--- config.mk ---
export PLATFORM = sky130hd
export DESIGN_NAME = noise_sfx_sample_generator
export DESIGN_NICKNAME = d
export VERILOG_FILES = /design/src/rtl/nssg_pkg.sv /design/src/rtl/noise_sfx_sample_generator.sv /design/src/rtl/nssg_voice_unit.sv /design/src/rtl/nssg_noise.sv
export SDC_FILE = /design/constraint.sdc
export NUM_CORES = 1
export LEC_CHECK = 0
export BUFFER_PORTS_ARGS = -buffer_cell sky130_fd_sc_hd__clkbuf_2
export CORE_MARGIN = 5
export CORE_UTILIZATION = 49
export CTS_CLUSTER_SIZE = 14
export DETAILED_ROUTE_END_ITERATION = 12
export PLACE_DENSITY = 0.63
export REMOVE_ABC_BUFFERS = 1
export SLEW_MARGIN = 25
export SYNTH_ARGS = -nofsm -noshare
export SYNTH_HDL_FRONTEND = slang
export SYNTH_SLANG_ARGS = --single-unit
--- constraint.sdc ---
create_clock -name clk -period 24.3 [get_ports clk]
set_input_delay 1.215 -clock clk [delete_from_list [all_inputs] [get_ports clk]]
set_output_delay 1.215 -clock clk [all_outputs]
set_load 0.02 [all_outputs]
--- src/rtl/nssg_pkg.sv ---
// nssg_pkg: shared types and constants for the noise sound-effect sample generator
// used by every module in rtl/, no dependencies

package nssg_pkg;

    // voice pool
    localparam int VOICES  = 4;
    localparam int VOICE_W = (VOICES > 1) ? $clog2(VOICES) : 1;

    // field and state widths
    localparam int TIME_W   = 16;
    localparam int LEN_W    = 4;
    localparam int LEVEL_W  = 7;
    localparam int DIV_W    = 8;
    localparam int SHIFT_W  = 4;
    localparam int PERIOD_W = 24;
    localparam int LFSR_W   = 15;

    // constants of the voice envelope and noise source
    localparam logic [TIME_W-1:0]   IDLE_TIME     = '1;
    localparam logic [SHIFT_W-1:0]  FREEZE_SHIFT  = 4'd14;
    localparam logic [DIV_W-1:0]    DIVISOR_RESET = 8'd4;
    localparam logic [PERIOD_W-1:0] PERIOD_RESET  = 24'd1;
    localparam logic [LFSR_W-1:0]   LFSR_RESET    = 15'd1;

    // request kinds carried on the input tuser
    localparam logic REQ_TICK = 1'b0;
    localparam logic REQ_PLAY = 1'b1;

    // configuration register indexes
    localparam logic CFG_DIVISOR = 1'b0;
    localparam logic CFG_SHIFT   = 1'b1;

    // sequencer states
    typedef enum logic [1:0] {
        ST_IDLE,
        ST_VOICE,
        ST_NOISE,
        ST_EMIT
    } seq_state_t;

    // result of one pass of the voice update unit
    typedef struct packed {
        logic [TIME_W-1:0]  tnext;
        logic               vol_set;
        logic [LEVEL_W-1:0] vol;
    } voice_res_t;

endpackage

--- src/rtl/noise_sfx_sample_generator.sv ---
// noise_sfx_sample_generator: top level, sequencer, voice pool and output register
// depends on nssg_pkg, nssg_voice_unit, nssg_noise

// A play transaction (tuser = 1) restarts the voice at the rotating head at the edge that
// accepts it; it gives no sample and the input stays ready. A tick transaction (tuser = 0)
// gives one sample: after the accepting edge the single voice update unit visits the voices
// one per cycle, then the noise counter is clocked and the output register is loaded, in
// the noise and emit states. The input is not ready until the sample is in the output
// register and the sequencer is back in idle, so a new tick is taken only after the last one
// is done. A finished sample waits in the output register while the next transaction is
// taken, and a tick holds in the emit state only if that register is still full and the
// receiver is not ready. Configuration writes take effect at once and should be made only
// while the block is idle.

module noise_sfx_sample_generator
    import nssg_pkg::*;
(
    input  logic             clk,
    input  logic             rst_n,
    // slave stream
    input  logic             s_axis_tvalid,
    output logic             s_axis_tready,
    input  logic [7:0]       s_axis_tdata,   // [3:0] play_length, [7:4] zero
    input  logic [0:0]       s_axis_tuser,   // [0] req_type
    // master stream
    output logic             m_axis_tvalid,
    input  logic             m_axis_tready,
    output logic [7:0]       m_axis_tdata,   // [6:0] sample_level, [7] zero
    // configuration write port
    input  logic             cfg_we,
    input  logic             cfg_index,
    input  logic [DIV_W-1:0] cfg_data
);

    seq_state_t          state_reg;
    seq_state_t          state_next;
    logic [VOICE_W-1:0]  idx_reg;
    logic [VOICE_W-1:0]  next_voice_reg;
    logic [TIME_W-1:0]   voice_time_reg [VOICES];
    logic [LEN_W-1:0]    voice_len_reg  [VOICES];
    logic [LEVEL_W-1:0]  vol_reg;
    logic [LEVEL_W-1:0]  out_level_reg;
    logic                out_valid_reg;
    logic [DIV_W-1:0]    divisor_reg;
    logic [SHIFT_W-1:0]  shift_reg;

    logic                in_fire;
    logic                last_voice;
    logic                emit_ok;
    logic                noise_step;
    logic                voice_we;
    logic                emit_load;
    logic                noise_bit;
    voice_res_t          vres;

    assign in_fire    = s_axis_tvalid && s_axis_tready;
    assign last_voice = (idx_reg == VOICE_W'(VOICES - 1));
    assign emit_ok    = !out_valid_reg || m_axis_tready;

    // shared voice update unit
    nssg_voice_unit u_voice (
        .cur_time (voice_time_reg[idx_reg]),
        .cur_len  (voice_len_reg[idx_reg]),
        .res      (vres)
    );

    // noise source
    nssg_noise u_noise (
        .clk       (clk),
        .rst_n     (rst_n),
        .step      (noise_step),
        .divisor   (divisor_reg),
        .shift     (shift_reg),
        .noise_bit (noise_bit)
    );

    // sequencer next state
    always_comb
    begin
        state_next = state_reg;
        case (state_reg)
            ST_IDLE:
            begin
                if (in_fire && (s_axis_tuser[0] == REQ_TICK))
                begin
                    state_next = ST_VOICE;
                end
            end
            ST_VOICE:
            begin
                if (last_voice)
                begin
                    state_next = ST_NOISE;
                end
            end
            ST_NOISE:
            begin
                state_next = ST_EMIT;
            end
            ST_EMIT:
            begin
                if (emit_ok)
                begin
                    state_next = ST_IDLE;
                end
            end
            default:
            begin
                state_next = ST_IDLE;
            end
        endcase
    end

    // sequencer outputs
    always_comb
    begin
        s_axis_tready = 1'b0;
        voice_we      = 1'b0;
        noise_step    = 1'b0;
        emit_load     = 1'b0;
        case (state_reg)
            ST_IDLE:  s_axis_tready = 1'b1;
            ST_VOICE: voice_we      = 1'b1;
            ST_NOISE: noise_step    = 1'b1;
            ST_EMIT:  emit_load     = emit_ok;
            default:  s_axis_tready = 1'b0;
        endcase
    end

    always_ff @(posedge clk or negedge rst_n)
    begin
        if (!rst_n)
        begin
            state_reg <= ST_IDLE;
        end
        else
        begin
            state_reg <= state_next;
        end
    end

    // voice index walks the pool during a tick
    always_ff @(posedge clk or negedge rst_n)
    begin
        if (!rst_n)
        begin
            idx_reg <= '0;
        end
        else if (in_fire)
        begin
            idx_reg <= '0;
        end
        else if (voice_we && !last_voice)
        begin
            idx_reg <= idx_reg + VOICE_W'(1);
        end
    end

    // voice pool: play loads the head, tick writes back the aged voice
    always_ff @(posedge clk or negedge rst_n)
    begin
        if (!rst_n)
        begin
            next_voice_reg <= '0;
            for (int i = 0; i < VOICES; i++)
            begin
                voice_time_reg[i] <= IDLE_TIME;
                voice_len_reg[i]  <= '0;
            end
        end
        else if (in_fire && (s_axis_tuser[0] == REQ_PLAY))
        begin
            voice_time_reg[next_voice_reg] <= '0;
            voice_len_reg[next_voice_reg]  <= s_axis_tdata[LEN_W-1:0];
            if (next_voice_reg == VOICE_W'(VOICES - 1))
            begin
                next_voice_reg <= '0;
            end
            else
            begin
                next_voice_reg <= next_voice_reg + VOICE_W'(1);
            end
        end
        else if (voice_we)
        begin
            voice_time_reg[idx_reg] <= vres.tnext;
        end
    end

    // running volume, the last live voice wins
    always_ff @(posedge clk)
    begin
        if (in_fire)
        begin
            vol_reg <= '0;
        end
        else if (voice_we && vres.vol_set)
        begin
            vol_reg <= vres.vol;
        end
    end

    // output register
    always_ff @(posedge clk or negedge rst_n)
    begin
        if (!rst_n)
        begin
            out_valid_reg <= 1'b0;
        end
        else if (emit_load)
        begin
            out_valid_reg <= 1'b1;
        end
        else if (m_axis_tready)
        begin
            out_valid_reg <= 1'b0;
        end
    end

    always_ff @(posedge clk)
    begin
        if (emit_load)
        begin
            out_level_reg <= noise_bit ? '0 : vol_reg;
        end
    end

    assign m_axis_tvalid = out_valid_reg;
    assign m_axis_tdata  = {1'b0, out_level_reg};

    // configuration registers
    always_ff @(posedge clk or negedge rst_n)
    begin
        if (!rst_n)
        begin
            divisor_reg <= DIVISOR_RESET;
            shift_reg   <= '0;
        end
        else if (cfg_we)
        begin
            case (cfg_index)
                CFG_DIVISOR: divisor_reg <= cfg_data;
                CFG_SHIFT:   shift_reg   <= cfg_data[SHIFT_W-1:0];
                default:     divisor_reg <= divisor_reg;
            endcase
        end
    end

endmodule

--- src/rtl/nssg_voice_unit.sv ---
// nssg_voice_unit: shared voice update unit, ages one voice and computes its envelope
// depends on nssg_pkg

module nssg_voice_unit
    import nssg_pkg::*;
(
    input  logic [TIME_W-1:0] cur_time,
    input  logic [LEN_W-1:0]  cur_len,
    output voice_res_t        res
);

    logic              live;
    logic [TIME_W-1:0] t_inc;
    logic [TIME_W:0]   limit;
    logic              expired;
    logic [23:0]       p255;
    logic [23:0]       p255_sh;
    logic [25:0]       p1024;
    logic [25:0]       p1024_sh;
    logic [7:0]        env_a;
    logic [7:0]        env_b;
    logic [15:0]       env_prod;

    // age the voice and test it against its duration
    assign live    = (cur_time != IDLE_TIME);
    assign t_inc   = cur_time + 16'd1;
    assign limit   = 17'd1 << cur_len;
    assign expired = ({1'b0, t_inc} > limit);

    // envelope factors: t*255 and t*1024 scaled down by the length
    assign p255     = {t_inc, 8'h00} - {8'h00, t_inc};
    assign p255_sh  = p255 >> cur_len;
    assign p1024    = {t_inc, 10'b0};
    assign p1024_sh = p1024 >> cur_len;
    assign env_a    = 8'hFF - p255_sh[7:0];
    assign env_b    = 8'hFF - p1024_sh[7:0];

    // the one multiplier of the block
    assign env_prod = env_a * env_b;

    // pack the result
    always_comb
    begin
        res.tnext   = cur_time;
        res.vol_set = 1'b0;
        res.vol     = env_prod[15:9];
        if (live)
        begin
            if (expired)
            begin
                res.tnext = IDLE_TIME;
            end
            else
            begin
                res.tnext   = t_inc;
                res.vol_set = 1'b1;
            end
        end
    end

endmodule

--- src/rtl/nssg_noise.sv ---
// nssg_noise: noise period counter and 15-bit lfsr
// depends on nssg_pkg

module nssg_noise
    import nssg_pkg::*;
(
    input  logic               clk,
    input  logic               rst_n,
    input  logic               step,
    input  logic [DIV_W-1:0]   divisor,
    input  logic [SHIFT_W-1:0] shift,
    output logic               noise_bit
);

    logic [PERIOD_W-1:0] period_count_reg;
    logic [PERIOD_W-1:0] period_count_next;
    logic [LFSR_W-1:0]   lfsr_reg;
    logic [LFSR_W-1:0]   lfsr_next;
    logic [PERIOD_W-1:0] period_dec;
    logic [PERIOD_W-1:0] reload;
    logic                fb;

    assign period_dec = period_count_reg - 24'd1;
    assign reload     = {16'h0000, divisor} << shift;
    assign fb         = lfsr_reg[0] ^ lfsr_reg[1];

    // on each step count down; on zero reload and clock the lfsr unless shift has reached FREEZE_SHIFT
    always_comb
    begin
        period_count_next = period_count_reg;
        lfsr_next         = lfsr_reg;
        if (step)
        begin
            period_count_next = period_dec;
            if (period_dec == '0)
            begin
                period_count_next = reload;
                if (shift < FREEZE_SHIFT)
                begin
                    lfsr_next = {fb, lfsr_reg[LFSR_W-1:1]};
                end
            end
        end
    end

    always_ff @(posedge clk or negedge rst_n)
    begin
        if (!rst_n)
        begin
            period_count_reg <= PERIOD_RESET;
            lfsr_reg         <= LFSR_RESET;
        end
        else
        begin
            period_count_reg <= period_count_next;
            lfsr_reg         <= lfsr_next;
        end
    end

    assign noise_bit = lfsr_reg[0];

endmodule

==> metrics.txt <==
cts hold-fix bufs=0; crit start category=flop; clk_lat worst skew=0.44 ns; ANT nets after route=0; CTS HTree Levels=4; post-cts sizing count=0; Least-Margin Pin Slew=1.03 ns; gr usage total=0.232; max-slew violation count=0; Reg area=0.00389 mm²; Yosys Warn Count=0; clk slew on worst S/H paths=0.08 ns; # setup viols final=0; Hold Path Class=flop to flop; max cap viols=0; vias in the first global route=10600; count leader, synth=nor2_1; critical path class=flop to flop; gr ovfl total=0; pin count of the biggest net entering global routing=80; Die Area=0.0292 mm²; top-area cell type share of the netlist area=0.140; Die Wd=171 µm; Longest Clk Path Bufs=2; number of diodes=0; Most used DFF post-synth=dfrtp_1; clock sinks=152; Setup Skew=0.0206 ns; I/O pin count=33; Largest register FFs=64; fmax=90.5 MHz; status=complete, no violations; Area Overhead vs Synth=8.00%; clk root buf=clkbuf_16; CP max-delay cell=nor4b_1; share of cells above drive strength 1=0.177; Starting Density=0.493; Pre-Repair DR Iteration Count=8; Final TNS setup=0 ns; Critical Path Max Stage Delay=0.69 ns; final net count=1576; detailed-route via count=10900; number of synthesized flops with an enable pin=7; top cells by count, synth=nor2_1 (157), nand2_1 (123), o21ai_0 (122); FF+latch count, synth=152; unique cell type count in the Yosys netlist=89; Routed WL per cell=18.5 µm; period utilisation layout=0.455; first-pass GRT wire length=55.1 mm; Die Y=171 µm; Initial DRC Count=940; Setup Fix Bufs, Post-CTS=0; dpl hpwl=24.2 mm; CTS tree=built; Multi-input gate area=0.00821 mm²; most used cell, CP=fa_1; CP Capture Type=flop; cell area after synthesis=0.0127 mm²; Fillers=2374; dominant cells by area after synthesis=dfrtp_1 (14%), dfstp_2 (14%), ha_1 (6.8%), fa_1 (5.5%), o21ai_0 (4.8%); post-layout min period=11.05 ns; Post-synth ARST share=0.908; initial antenna violation count=0; Critical Path Fanout Max=30; DRC=0; vias per cell=6.08; Row Count=59; Num CTS Buffers=17; core area=0.0258 mm²; slew margin rel.=0.308; worst path arrival time=11.36 ns; placer congestion estimate=0.939; syn_area_per_cell=8.67 µm²; Syn Inst Count=1466; Seq/Total Area, Yosys=0.306; CP required=24.61 ns; IO Port Bufs=27; RSZ-0062 raised after global routing=false; Hold Fails Final Rpt=0; final WL=33.2 mm; area leader, netlist=dfrtp_1
-- cell families (layout without fill, tap and decap cells) --
kind of cell	count (synthesis)	after routing	synth area share
other cells	1	1	0.000295
fa+ha+maj	104	104	0.123
mux	100	100	0.104
xor+xnor	40	40	0.0293
flops	152	152	0.306
simple gates	563	563	0.214
compound gates	343	343	0.174
buf+inv	163	159	0.0501
-- area by class of cell --
class                      instances  share of cell area
clock buffer                      18              0.0313
clock inverter                    14              0.0128
inverter                          78              0.0213
multi-input combinational       1151               0.598
sequential                       152               0.283
tap                              335              0.0306
timing repair buffer              49              0.0226
-- critical path: cells and delay by family, from the launching register on --
family / cells / cell delay [ns]
flip-flops: 1 / 0.33
adder cells (fa/ha/maj): 7 / 3.17
buffers and inverters: 4 / 0.75
multiplexers: 1 / 0.64
AND/OR/NAND/NOR: 11 / 2.88
XOR/XNOR: 1 / 0.15
AO/OA/AOI/OAI: 11 / 2.96
-- final timing paths --
path,start,end,slack [ns],depth (start not counted)
min in group asynchronous,rst_n,u_noise.period_count_reg[2]$_DFFE_PN0P_,0.73,1
worst max register to register,idx_reg[0]$_DFFE_PN0P_,vol_reg[6]$_SDFFE_PP0P_,13.25,35
max in group asynchronous,rst_n,voice_len_reg[5]$_DFFE_PN0P_,22.46,2
worst max-delay path,idx_reg[0]$_DFFE_PN0P_,vol_reg[6]$_SDFFE_PP0P_,13.25,35
worst min register to register,u_noise.period_count_reg[23]$_DFFE_PN0P_,u_noise.period_count_reg[23]$_DFFE_PN0P_,0.48,1
worst min-delay path,u_noise.period_count_reg[23]$_DFFE_PN0P_,u_noise.period_count_reg[23]$_DFFE_PN0P_,0.48,1
-- stage by stage --
stage,std cells,worst slack (ns),hold WS (ns),area [µm²],util
3_3_place_gp,1765,13.38,0.469,13100,0.508
5_1_grt,1797,12.44,0.497,13700,0.533
4_1_cts,1797,13.28,0.482,13700,0.532
3_5_place_dp,1765,13.31,0.463,13100,0.508
2_1_floorplan,1381,14.26,0.442,12400,-
6_report,1797,13.25,0.482,13700,0.533
-- cells in the final DEF, fill, tap and decap left out, types with 15 or more instances in the layout --
| master | netlist | final |
|---|---|---|
| o21ai_0 | 122 | 121 |
| inv_1 | 76 | 76 |
| fa_1 | 35 | 35 |
| dfrtp_1 | 71 | 71 |
| mux4_2 | 20 | 20 |
| nand2_1 | 123 | 123 |
| a211oi_1 | 19 | 18 |
| nand2b_1 | 16 | 16 |
| mux2i_1 | 28 | 28 |
| buf_4 | 1 | 21 |
| and2_1 | 23 | 23 |
| mux2_2 | 52 | 52 |
| clkbuf_2 | 0 | 26 |
| clkbuf_16 | 0 | 17 |
| nor2_1 | 157 | 157 |
| nand4_1 | 16 | 16 |
| nor2b_1 | 15 | 15 |
| a21oi_1 | 73 | 73 |
| xnor2_1 | 26 | 25 |
| dfstp_2 | 67 | 67 |
| a31oi_1 | 18 | 18 |
| nor3_1 | 31 | 30 |
| ha_1 | 69 | 69 |
| nand3_1 | 106 | 105 |
| or2_2 | 15 | 15 |
-- routing by layer --
layer	GRT usage	part of all wire	vias to the layer above
li1	-	-	5241
met1	0.325	0.46	5364
met2	0.372	0.47	266
met3	0.0418	0.047	47
met4	0.0644	0.022	0
met5	0	0	-
Power is left out: the tool's default activity adds up to more than one toggle a clock period on the data nets, which glitch-free logic cannot reach.
